<file path="src/sv/tlde_ram.sv">
// Generic single-write, single-read RAM with registered read data.
// Depends on nothing.
module tlde_ram #(
    parameter int WIDTH = 32,
    parameter int DEPTH = 64,
    localparam int AW   = (DEPTH > 1) ? $clog2(DEPTH) : 1
) (
    input  logic             clk,
    input  logic             we,
    input  logic [AW-1:0]    waddr,
    input  logic [WIDTH-1:0] wdata,
    input  logic [AW-1:0]    raddr,
    output logic [WIDTH-1:0] rdata
);

    logic [WIDTH-1:0] mem [DEPTH];
    logic [WIDTH-1:0] rdata_reg;

    always_ff @(posedge clk)
    begin
        if (we)
        begin
            mem[waddr] <= wdata;
        end
        rdata_reg <= mem[raddr];
    end

    assign rdata = rdata_reg;

endmodule

</file>
<file path="config.mk">
export PLATFORM = sky130hd
export DESIGN_NAME = tlde_ram
export DESIGN_NICKNAME = d
export VERILOG_FILES = /design/src/sv/tlde_ram.sv
export SDC_FILE = /design/constraint.sdc
export NUM_CORES = 2
export LEC_CHECK = 0
export BUFFER_PORTS_ARGS = -buffer_cell sky130_fd_sc_hd__buf_2
export CAP_MARGIN = 20
export CORE_AREA = 2 2 477 479
export CTS_BUF_LIST = sky130_fd_sc_hd__clkbuf_8
export DETAILED_ROUTE_END_ITERATION = 12
export DIE_AREA = 0 0 479 481
export PLACE_DENSITY = 0.48
export SYNTH_ARGS = -nofsm -noshare
export SYNTH_HDL_FRONTEND = slang
export SYNTH_SLANG_ARGS = --single-unit
</file>
<file path="constraint.sdc">
create_clock -name clk -period 4.7 [get_ports clk]
set_input_delay 0.94 -clock clk [delete_from_list [all_inputs] [get_ports clk]]
set_output_delay 0.94 -clock clk [all_outputs]
set_load 0.005 [all_outputs]
</file>
# Word-level counts from Yosys, hierarchy flattened
# Memories as Yosys holds them, arrays and structs flattened. A register that Yosys moved wholly into a read port is not among the register bits.
# Cells that the tools add are included.
[totals]
memories = 1
ram_bits = 2048
wordCells = 3
input_bits = 46
register_bits = 0
[classes]
mux = 2
[mem_list]
columns = ["name", "words", "word_bits", "read_ports", "rd_ports_with_merged_regs", "write_ports", "line_no", "text"]
rows = [
  ["mem", 64, 32, 1, 1, 1, "16", "logic [WIDTH-1:0] mem [DEPTH];"],
]
[ops]
columns = ["op", "count"]
rows = [
  ["1-bit two-way mux", 2],
]

# Logic depth before layout (Yosys ltp)
[logic_depth]
depth_word = 2
depth_mapped = 10

# Worst setup path after synthesis
# Ideal clock, no wire load.
[synth_timing]
kind = "input-to-reg"
start = "in waddr[3]"
end = "mem mem[48][0] (enable)"
arrival_ps = 3639
stages = 4
slack_ps = 600
required_ps = 4239
setup_ps = 461
cell_sequence = "clkbuf_1 nor2b_1 nand4b_1 nor3_1"
[synth_rtl]
columns = ["element", "line_no", "text"]
rows = [
  ["start, declared", "10", "input logic [AW-1:0] waddr,"],
  ["end, declared", "16", ""],
]
# No word-level cell before the write port.

==> reports/summary.txt <==
outcome = completed
Net Switching = 8.43 mW
gpl congestion = 0.749
synthesis-stage register bit count = 2080
final hold vios = 0
cts bufs inserted = 363
IO Port Bufs = 77
max-cap viol count = 0
die extent in x = 479 um
CP Max Fanout = 30
Max stage delay on crit path = 790 ps
Clk pwr share = 39.5%
Max-slew headroom = 33.3%
cell repeated most along the worst path = mux4_2
Syn Area/Cell = 23.6 um^2
Clock Sinks = 2080
Slowest cell on crit path = o22ai_1
biggest area consumer among synthesized cells = edfxtp_1
level count of the clock H-tree = 5
Critical Path Source Type = input port
Detail Route Antenna Nets = 0
DP HPWL = 121000 um
Setup TNS Final = 0 ps
worst-margin pin slew = 1000 ps
DRC = 0
fin crit share = 66.1%
Max clock buf depth = 4
GR Overflow Total = 0
drt wl/cell = 31.4 um
FP Rows = 175
Synth Cell Area = 78500 um^2
Flop pwr share = 55.3%
synth warn = 0
initial antenna violation count = 22
Die Area = 230000 um^2
Detailed Route WL = 222000 um
Max Clock Freq = 0.322 GHz
power density over the cells = 411 nW/um^2
vias = 37500
largest net degree at the start of global routing = 73
CORE AREA = 226000 um^2
max reg flops = 2048
CTS tree = built
most common cell after layout, fill and taps aside = edfxtp_1
post-CTS sizing = 0
Hold WC Path Type = input port to flop
commonest non-fill, non-tap cells in the layout = 2048 x edfxtp_1, 544 x mux4_2, 382 x clkbuf_8, 152 x buf_4, 130 x inv_1
worst setup margin = 1590 ps
Die Y-Extent = 481 um
area grow syn2layout = 15.7%
Net count, final = 3837
worst-skew pair later-pin latency = 1070 ps
I/O pin cnt = 78
GRT Total Usage = 19.2%
synth unique cells = 34
worst vdd rail ir drop = 297 uV
Placed Cells = 6419
setup repair bufs after CTS = 0
synth top area cells = edfxtp_1 78%, mux4_2 16%, mux2i_1 1.2%, dfxtp_1 0.82%, o22ai_1 0.67%
Synth top area share = 78.3%
RSZ-0062 raised after global routing = no
crit path capture type = flop
DR vias/cell = 5.31
drt initial violations = 3878
Layout Cells excl Fill = 7065
Layout Skew = 56.0 ps
Root Buffer = clkbuf_8
crit-path cells = buf_8, buf_12, buf_4, mux4_2, mux4_2, o22ai_1, nor2_1
Final min period = 3110 ps
Power Internal = 28.9 mW
sequential-to-total area share from yosys stat = 79.1%
switching part of the total = 22.6%
WP data arrival = 4010 ps
clk slew on worst S/H paths = 60 ps
Leakage = 28.6 nW
WS Path Type = input port to flop
DP Worst Slack = 412 ps
Starting Density = 34.8%
first-pass GRT wire length = 308000 um
CTS Hold Buffers Added = 0
synthesized instance count = 3324
post-synthesis net count = 3370
Gate power share = 5.2%
WP data required = 5600 ps
Final Max Tran Viols = 0
share of cells above drive strength 1 = 32.4%
first-pass detailed-route iteration total = 5
vias in the first global route = 39000
# setup viols final = 0
cell type report:
type / instances / area [um^2]
tap: 3009 / 3760
sequential: 2080 / 62100
multi-input combinational: 1062 / 16000
fill: 19900 / 135000
clock buffer: 382 / 5260
timing repair buffer: 284 / 2690
clock inverter: 238 / 1030
antenna: 10 / 25.0
cells in the mapped netlist:
| cell | instances |
|---|---|
| nor3_1 | 7 |
| buf_2 | 57 |
| nand3b_1 | 5 |
| a41o_1 | 4 |
| clkbuf_1 | 74 |
| nor2_1 | 137 |
| buf_6 | 5 |
| dfxtp_1 | 32 |
| nand2b_1 | 8 |
| or2_2 | 1 |
| or3_1 | 3 |
| buf_4 | 25 |
| o221ai_1 | 27 |
| mux4_2 | 544 |
| or2_1 | 1 |
| and2_1 | 2 |
| nand2_1 | 26 |
| nor2b_1 | 15 |
| o22ai_1 | 84 |
| and3_1 | 4 |
| buf_1 | 21 |
| or3b_2 | 3 |
| edfxtp_1 | 2048 |
| nand4_1 | 2 |
| nand3_1 | 5 |
| or2_0 | 1 |
| nand4b_1 | 1 |
| a311oi_1 | 8 |
| a21oi_1 | 62 |
| o32ai_1 | 4 |
| a22oi_1 | 12 |
| mux2i_1 | 93 |
| or3b_1 | 2 |
| a31oi_1 | 1 |
routing by layer:
| layer | track usage, % | up-vias | wire, um |
|---|---|---|---|
| met3 | 3.78 | 335 | 14000 |
| met5 | 0 | - | 43 |
| met2 | 30.4 | 1326 | 105000 |
| met4 | 6.62 | 6 | 7280 |
| li1 | - | 15300 | - |
| met1 | 26.7 | 20600 | 95700 |
power groups by stage:
stage          clock, mW  combinational, mW  sequential, mW
6_report            14.8               1.93            20.6
5_1_grt             16.0               2.07            20.6
4_1_cts             15.2               1.95            20.6
3_5_place_dp           0               1.95            21.0
3_3_place_gp           0               1.94            21.0
2_1_floorplan          0              0.999            21.0
stage by stage:
step | cell area [um^2] | total power [mW] | hold WS [ps] | utilization, %
4_1_cts | 90500 | 37.8 | 102 | 40.1
3_3_place_gp | 84200 | 23.0 | 707 | 37.3
6_report | 90900 | 37.3 | 213 | 40.3
2_1_floorplan | 78500 | 22.0 | 663 | -
3_5_place_dp | 84200 | 23.0 | 711 | 37.3
5_1_grt | 90900 | 38.7 | 158 | 40.2
final timing paths:
kind | startpoint | end | slack, ps | cells past startpoint
worst max-delay path | raddr[0] | rdata[9] | 1590 | 7
worst min-delay path | wdata[12] | mem[8][12] | 210 | 1
worst max register to register | mem[15][9] | rdata[9] | 2300 | 4
worst min register to register | mem[13][20] | rdata[20] | 720 | 4
kinds of logic (layout without fill, tap and decap cells):
group	Yosys count	count (layout)	share of synthesized area (%)
flip-flops	2080	2080	79.1
multiplexers	637	637	16.8
AND/OR/NAND/NOR	223	223	1.27
AO/OA/AOI/OAI	202	202	1.67
buffers and inverters	182	904	1.13
other	0	10	0
worst max-delay path: cells and delay by family:
kind	cells	cell delay [ps]
multiplexers	2	1080
buffers and inverters	3	990
AO/OA/AOI/OAI	1	790
AND/OR/NAND/NOR	1	100
Power figures use the tool's default switching activity.
