**src/sv/tlde_pkg.sv**
```systemverilog
// Types, constants and constant functions of the dose estimator.
// Used by tlde_div, the top level, the checker and the testbench; depends on nothing.
package tlde_pkg;

    localparam int MAX_ELEMENTS       = 128;
    localparam int POINTS_PER_ELEMENT = 64;

    localparam int ELEM_W      = (MAX_ELEMENTS > 1) ? $clog2(MAX_ELEMENTS) : 1;
    localparam int CNT_W       = $clog2(POINTS_PER_ELEMENT + 1);
    localparam int PT_W        = $clog2(POINTS_PER_ELEMENT);
    localparam int TABLE_DEPTH = MAX_ELEMENTS * POINTS_PER_ELEMENT;
    localparam int ADDR_W      = $clog2(TABLE_DEPTH);

    localparam int LG_W    = 21;   // Q5.16 log2
    localparam int SUM_W   = 48;
    localparam int VOL_W   = 48;
    localparam int DIV_W   = 160;
    localparam int QUO_W   = 64;
    localparam int DSTEP_W = 8;

    localparam logic OP_LOAD = 1'b0;
    localparam logic OP_TERM = 1'b1;

    typedef struct packed {
        logic        opcode;
        logic [6:0]  atomic_number;
        logic [5:0]  point_index;
        logic        point_last;
        logic [31:0] point_energy;
        logic [31:0] point_coeff;
        logic [15:0] weight_fraction;
        logic        last_element;
        logic [31:0] kinetic_energy;
        logic [31:0] step_length;
        logic [31:0] track_weight;
        logic [47:0] cell_volume;
    } tlde_item_t;

    typedef struct packed {
        logic [63:0] deposit;
        logic        counted;
    } tlde_result_t;

    typedef struct packed {
        logic               start;
        logic [DSTEP_W-1:0] steps;
    } tlde_div_ctrl_t;

    typedef struct packed {
        logic done;
        logic sat;
    } tlde_div_stat_t;

    typedef enum logic [4:0] {
        S_IDLE,
        S_CNT,
        S_FIRST,
        S_LASTPT,
        S_SEARCH,
        S_PROBE,
        S_LG_NORM,
        S_LG_SQ,
        S_T,
        S_TDIV,
        S_Y,
        S_EXP,
        S_EXP_SH,
        S_LIN1,
        S_LIN2,
        S_WEIGHT,
        S_MUL,
        S_SDIV,
        S_SDIV_WAIT,
        S_OUT
    } tlde_state_t;

    function automatic logic [63:0] isqrt64(logic [63:0] v);
        logic [63:0] res;
        logic [63:0] bitv;
        logic [63:0] rem;
        res  = '0;
        bitv = 64'h4000_0000_0000_0000;
        rem  = v;
        for (int i = 0; i < 32; i++) begin
            if (rem >= res + bitv) begin
                rem = rem - (res + bitv);
                res = (res >> 1) + bitv;
            end else begin
                res = res >> 1;
            end
            bitv = bitv >> 2;
        end
        return res;
    endfunction

    // Q1.31 root 2^(2^(k-16)) for fraction bit k
    function automatic logic [31:0] exp_c(int k);
        logic [63:0] c;
        c = isqrt64(64'h8000_0000_0000_0000);
        for (int j = 15; j > k; j--) begin
            c = isqrt64(c << 31);
        end
        return c[31:0];
    endfunction

    localparam logic [31:0] EXP_C [16] = '{
        exp_c(0),  exp_c(1),  exp_c(2),  exp_c(3),
        exp_c(4),  exp_c(5),  exp_c(6),  exp_c(7),
        exp_c(8),  exp_c(9),  exp_c(10), exp_c(11),
        exp_c(12), exp_c(13), exp_c(14), exp_c(15)
    };

endpackage

```
**src/sv/tlde_div.sv**
```systemverilog
// Bit-serial restoring divider, one quotient bit per cycle.
// Depends on tlde_pkg.
module tlde_div import tlde_pkg::*; (
    input  logic               clk,
    input  logic               rst_n,
    input  tlde_div_ctrl_t     ctrl,
    input  logic [DIV_W-1:0]   dividend,
    input  logic [VOL_W-1:0]   divisor,
    output tlde_div_stat_t     stat,
    output logic [QUO_W-1:0]   quotient
);

    logic               busy_reg, busy_next;
    logic               done_reg, done_next;
    logic [DSTEP_W-1:0] cnt_reg, cnt_next;
    logic [DIV_W-1:0]   dvd_reg, dvd_next;
    logic [VOL_W-1:0]   rem_reg, rem_next;
    logic [VOL_W-1:0]   dvsr_reg, dvsr_next;
    logic [QUO_W-1:0]   quo_reg, quo_next;
    logic               sat_reg, sat_next;
    logic [VOL_W:0]     trial;
    logic [VOL_W:0]     diff;
    logic               ge;

    assign trial = {rem_reg, dvd_reg[DIV_W-1]};
    assign diff  = trial - {1'b0, dvsr_reg};
    assign ge    = (trial >= {1'b0, dvsr_reg});

    always_comb
    begin
        busy_next = busy_reg;
        done_next = 1'b0;
        cnt_next  = cnt_reg;
        dvd_next  = dvd_reg;
        rem_next  = rem_reg;
        dvsr_next = dvsr_reg;
        quo_next  = quo_reg;
        sat_next  = sat_reg;
        if (ctrl.start)
        begin
            busy_next = 1'b1;
            cnt_next  = ctrl.steps;
            dvd_next  = dividend;
            rem_next  = '0;
            dvsr_next = divisor;
            quo_next  = '0;
            sat_next  = 1'b0;
        end else if (busy_reg)
        begin
            rem_next = ge ? diff[VOL_W-1:0] : trial[VOL_W-1:0];
            dvd_next = {dvd_reg[DIV_W-2:0], 1'b0};
            quo_next = {quo_reg[QUO_W-2:0], ge};
            // a quotient bit above the 64-bit result saturates
            if (ge && (cnt_reg > DSTEP_W'(QUO_W)))
            begin
                sat_next = 1'b1;
            end
            cnt_next = cnt_reg - DSTEP_W'(1);
            if (cnt_reg == DSTEP_W'(1))
            begin
                busy_next = 1'b0;
                done_next = 1'b1;
            end
        end
    end

    always_ff @(posedge clk or negedge rst_n)
    begin
        if (!rst_n)
        begin
            busy_reg <= 1'b0;
            done_reg <= 1'b0;
            cnt_reg  <= '0;
        end else
        begin
            busy_reg <= busy_next;
            done_reg <= done_next;
            cnt_reg  <= cnt_next;
        end
    end

    always_ff @(posedge clk)
    begin
        dvd_reg  <= dvd_next;
        rem_reg  <= rem_next;
        dvsr_reg <= dvsr_next;
        quo_reg  <= quo_next;
        sat_reg  <= sat_next;
    end

    assign stat.done = done_reg;
    assign stat.sat  = sat_reg;
    assign quotient  = quo_reg;

endmodule

```
**config.mk**
```make
export PLATFORM = sky130hd
export DESIGN_NAME = tlde_div
export DESIGN_NICKNAME = d
export VERILOG_FILES = /design/src/sv/tlde_pkg.sv /design/src/sv/tlde_div.sv
export SDC_FILE = /design/constraint.sdc
export NUM_CORES = 1
export LEC_CHECK = 0
export BUFFER_PORTS_ARGS = -buffer_cell sky130_fd_sc_hd__buf_2
export CAP_MARGIN = 5
export CORE_MARGIN = 3
export CORE_UTILIZATION = 50
export DETAILED_ROUTE_END_ITERATION = 12
export PLACE_DENSITY = 0.77
export SETUP_SLACK_MARGIN = 0.05
export SKIP_LAST_GASP = 1
export SYNTH_ARGS = -nofsm -noshare
export SYNTH_HDL_FRONTEND = slang
export SYNTH_SLANG_ARGS = --single-unit
```
**constraint.sdc**
```tcl
create_clock -name clk -period 5.3 [get_ports clk]
set_input_delay 0.265 -clock clk [delete_from_list [all_inputs] [get_ports clk]]
set_output_delay 0.265 -clock clk [all_outputs]
set_load 0.01 [all_outputs]
```
## After elaboration in Yosys (flattened, before gate mapping)

Cells that the tools add are included.

| cells by class | value |
|---|---|
| add/subtract/negate cells | 2 |
| order comparisons | 2 |
| equal/unequal tests | 1 |
| mux-type cells | 11 |
| reductions and logical operators | 3 |

Operators by type and width:

| kind | number |
|---|---|
| 160-bit two-way mux | 2 |
| 49-bit by 48-bit >= comparator with 1-bit output | 1 |
| 48-bit two-way mux | 1 |
| 48-bit subtractor | 1 |
| 8-bit two-way mux | 2 |
| 8-bit by 1-bit equality test with 1-bit output, second input constant | 1 |
| 8-bit by 7-bit > comparator with 1-bit output, second input constant | 1 |
| 8-bit by 1-bit subtractor with 8-bit output, second input constant | 1 |
| 1-bit two-way mux | 6 |
| 2-bit AND reduction | 1 |
| 2-bit nonzero test | 1 |
| 1-bit logical AND | 1 |

| word-level totals | value |
|---|---|
| register bits | 331 |
| bits of input ports | 219 |
| output and inout bits | 66 |
| logic and storage cells | 27 |

## Longest topological paths before layout

| depth | value |
|---|---|
| depth in word-level cells | 4 |
| depth in mapped cells | 14 |
| depth with buffers taken out | 12 |

## Least setup slack after synthesis

OpenSTA, ideal clock, no wires.

| path | value |
|---|---|
| path type | input -> register |
| start | in ctrl[8] (netlist name) |
| end | reg dvd_reg[0], enable pin |
| library setup time | 512 ps |
| arrival | 3,911 ps |
| required time | 4,788 ps |
| setup slack | 877 ps |
| stages on the path | 4 |
| buffers on the path | 2 |
| cells stage by stage | clkbuf_1 nor2_1 clkbuf_1 inv_1 |

| on the way | value |
|---|---|
| longest elaborated chain between the ends | 1 |

Ends and longest elaborated chain:

| item | RTL line | RTL |
|---|---|---|
| start: declaration | tlde_div.sv:6 | `input tlde_div_ctrl_t ctrl,` |
| 2-bit nonzero test (no source line) | n/a |  |
| end signal: assignment | tlde_div.sv:84 | `dvd_reg <= dvd_next;` |
| end: declaration | tlde_div.sv:16 | `logic [DIV_W-1:0] dvd_reg, dvd_next;` |

No other way between the ends.
A chain may end at the register's enable or synchronous reset.

## Worst setup path after layout

| path | value |
|---|---|
| start | reg dvd_reg[159] |
| end | reg rem_reg[42] |

| on the way | value |
|---|---|
| longest elaborated chain between the ends | 2 |
| elaborated cells between the ends (all ways) | 3 |
| those cells by class | 1 x add/sub; 1 x order compare; 1 x mux |

Ends and longest elaborated chain:

| item | RTL line | RTL |
|---|---|---|
| 48-bit subtractor or 49-bit by 48-bit >= comparator with 1-bit output (tied branches) | tlde_div.sv:26, tlde_div.sv:27 |  |
| 48-bit two-way mux (*) | tlde_div.sv:50 | `rem_next = ge ? diff[VOL_W-1:0] : trial[VOL_W-1:0];` |
| end signal: assignment | tlde_div.sv:85 | `rem_reg <= rem_next;` |
| end: declaration | tlde_div.sv:17 | `logic [VOL_W-1:0] rem_reg, rem_next;` |

Every way passes the cells marked *; elsewhere a longest branch is shown, timed or not.

==> flow_metrics.py <==
metrics = {
    "logic_synthesis": {
        "syn-instance-count": 1338,
        "async_reset_ff_frac": 0.0302,
        "syn_area_per_cell_um2": 11.9,
        "synth_common_cells": "edfxtp_1, mux2_2, nor2_1",
        "synthFlopType": "edfxtp_1",
        "yosys_warnings": 0,
        "yosysSeqAreaShare": 0.549,
        "synth_top_area_share": 0.392,
        "netlist_area_um2": 16000,
        "synth_edf_count": 208,
        "yosysUniqueCellTypes": 63,
        "synth_area_leader_cell": "edfxtp_1",
        "synth_area_leaders": "edfxtp_1, dfxtp_1, mux2_2",
        "synth_seq_cells": 331,
        "synth_fp_nets": 1609,
        "synth.most_common_cell": "edfxtp_1",
    },
    "pwr": {
        "combPwrFrac": 0.295,
        "p_int_mw": 5.87,
        "seq_power_share": 0.394,
        "p_total_mw": 8.49,
        "power.switching_mw": 2.62,
        "power_leakage_nw": 8.63,
        "pwr-share-clk": 0.311,
        "p_sw_frac": 0.308,
        "powerDensity_nw_per_um2": 435,
        "ir_drop_mv": 0.339,
    },
    "placed_design": {
        "port_buffers": 284,
        "dpl-instance-area_um2": 17600,
        "pre_cts_slack_ns": 1.78,
        "gp_congestion": 0.884,
        "hpwl_um": 25500,
    },
    "setup_path": {
        "critPathLaunch": "dvd_reg[159]",
        "worstSetupPathType": "flip-flop to flip-flop",
        "slowest_delay_ns": 0.43,
        "worstReg2RegStart": "dvd_reg[159]",
        "reg2reg_depth": 12,
        "r2r-end": "rem_reg[42]",
        "critPathArrivalTime_ns": 4.04,
        "crit_slowest_cell": "a2111oi_0",
        "startpoint_type": "flip-flop",
        "crit_path_end_kind": "flip-flop",
        "reg2reg_setup_slack_ns": 1.73,
        "worstPathCellList": "inv_1, ha_1, fa_1, nor2b_1, o21bai_1, a31o_2, o21ai_1, a21oi_1, o31ai_2, mux2_2, a2111oi_0, a221o_1",
        "crit_end": "rem_reg[42]",
        "path_max_fanout": 4,
        "worstPathRequired_ns": 5.77,
    },
    "grt": {
        "track_usage": 0.212,
        "grt_pass1_vias": 11200,
        "grt_max_degree": 114,
        "overflow": 0,
        "grt_pass1_wl_um": 58400,
        "antenna_found_initial": 18,
    },
    "layout": {
        "layout.nets": 1924,
        "design_area_um2": 19500,
        "utilization": 0.629,
        "drive_gt1_frac": 0.310,
        "syn2layout_area_growth_pct": 22.2,
        "largest_reg_flops": 160,
        "fillCellCount": 2398,
    },
    "detailed_routing": {
        "vias_per_cell": 5.43,
        "ant_nets": 0,
        "vias": 11300,
        "wire_per_inst_um": 17.7,
        "finalWirelength_um": 36800,
        "dr.first_iter.drc_count": 829,
        "first_pass_iters": 6,
        "remaining_drc_errors": 0,
    },
    "sta": {
        "relSlewSlack": 0.220,
        "fmax_mhz": 280,
        "period_needed_ns": 3.57,
        "hold_viol": 0,
        "finalCritPeriodShare": 0.673,
        "rsz0062_at_grt": "no",
        "drv_slew": 0,
        "fin_setup_tns_ns": 0,
        "worst_slack_ns": 1.73,
        "fin_worst_skew_ns": 0.0243,
        "worstMarginPinSlew_ns": 1.17,
        "finalSetupViolations": 0,
    },
    "clock_network": {
        "holdBufCountCts": 57,
        "cts.sink_count": 331,
        "cts_resized": 0,
        "clk_latency_ns": 0.53,
        "cts_root_buf": "clkbuf_16",
        "cts_buffers": 36,
        "path_clk_slew_ns": 0.06,
        "cts.htree.levels": 2,
        "post_cts_buffers": 0,
        "cts_max_path_buffers": 3,
        "cts_tree": "yes",
    },
    "floorplan": {
        "initial_utilization": 0.515,
        "ios": 285,
        "core_um2": 31000,
        "num_rows": 64,
        "die_area_um2": 34100,
        "die_w_um": 185,
        "fp.dieH_um": 185,
    },
    "job": {
        "maxCapViolCount": 0,
    },
    "min_path": {
        "hp-class": "primary input to flip-flop",
    },
    "run_status": {
        "status": "completed",
    },
}
-- worst min-delay path by stage --
| stage | depth (start not counted) | endpoint | slack [ns] | startpoint |
|---|---|---|---|---|
| 5_1_grt | 2 | dvd_reg[85] | 0.02 | dividend[85] |
| 3_3_place_gp | 1 | cnt_reg[0] | 0.14 | rst_n |
| 4_1_cts | 2 | dvd_reg[20] | 0.008 | dividend[20] |
| 3_5_place_dp | 1 | cnt_reg[0] | 0.14 | rst_n |
| 2_1_floorplan | 0 | busy_reg | -0.03 | rst_n |
| 6_report | 2 | dvd_reg[20] | 0.04 | dividend[20] |
-- worst max-delay path: cells and delay by family (launching register included) --
family | cells | cell delay (ns)
mux | 1 | 0.38
buf+inv | 1 | 0.05
flops | 1 | 0.34
simple gates | 1 | 0.18
fa+ha+maj | 2 | 0.63
compound gates | 7 | 1.94
-- metrics by stage --
step	cells	hold WS, ns
3_3_place_gp	1954	0.136
4_1_cts	2077	0.00814
3_5_place_dp	1954	0.142
5_1_grt	2081	0.0217
2_1_floorplan	1338	-0.0306
6_report	2087	0.0370
-- metal layers --
layer | vias to the layer above | GRT usage | wire (µm)
li1 | 5525 | - | -
met5 | - | 0 | 141
met4 | 22 | 0.0636 | 941
met1 | 5341 | 0.260 | 15400
met3 | 88 | 0.0746 | 2970
met2 | 352 | 0.355 | 17400
-- placed cells by master, fill, tap and decap left out, types with 32 or more instances in the layout --
cell type      count
buf_2            283
edfxtp_1         208
mux2_2           161
nor2_1           135
dfxtp_1          113
mux2i_1           96
inv_1             68
nand2_1           62
a21oi_1           61
dlygate4sd3_1     57
ha_1              51
o21ai_0           38
a211oi_1          38
clkbuf_16         36
xnor2_1           32
-- cells by family (layout without fill, tap and decap cells) --
group / Yosys count / in the layout / share of synthesized area
buffers and inverters: 142 / 485 / 0.0358
adder cells (fa/ha/maj): 52 / 52 / 0.0413
XOR/XNOR: 48 / 48 / 0.0264
multiplexers: 257 / 257 / 0.174
flip-flops: 331 / 331 / 0.549
AND/OR/NAND/NOR: 271 / 271 / 0.0747
AO/OA/AOI/OAI: 237 / 237 / 0.0989
other: 0 / 10 / 0
-- power by group through the flow --
stage / Sequential [mW] / Clock [mW] / Combinational [mW]
after floorplan: 3.31 / 0 / 1.99
after CTS: 3.34 / 2.71 / 2.49
after global routing: 3.38 / 2.79 / 2.78
after global placement: 3.38 / 0 / 2.39
final: 3.34 / 2.64 / 2.51
after detailed placement: 3.38 / 0 / 2.44
-- layout make-up --
| cell class | instances | area [µm²] | area share |
|---|---|---|---|
| Antenna cell | 10 | 25.0 | 0.00128 |
| Clock buffer | 46 | 978 | 0.0502 |
| Clock inverter | 20 | 275 | 0.0141 |
| Inverter | 69 | 264 | 0.0135 |
| Multi-Input combinational cell | 865 | 6620 | 0.340 |
| Sequential cell | 331 | 8760 | 0.450 |
| Tap cell | 396 | 495 | 0.0254 |
| Timing Repair Buffer | 350 | 2070 | 0.106 |
Note: power is estimated with default switching activity, not from simulation.
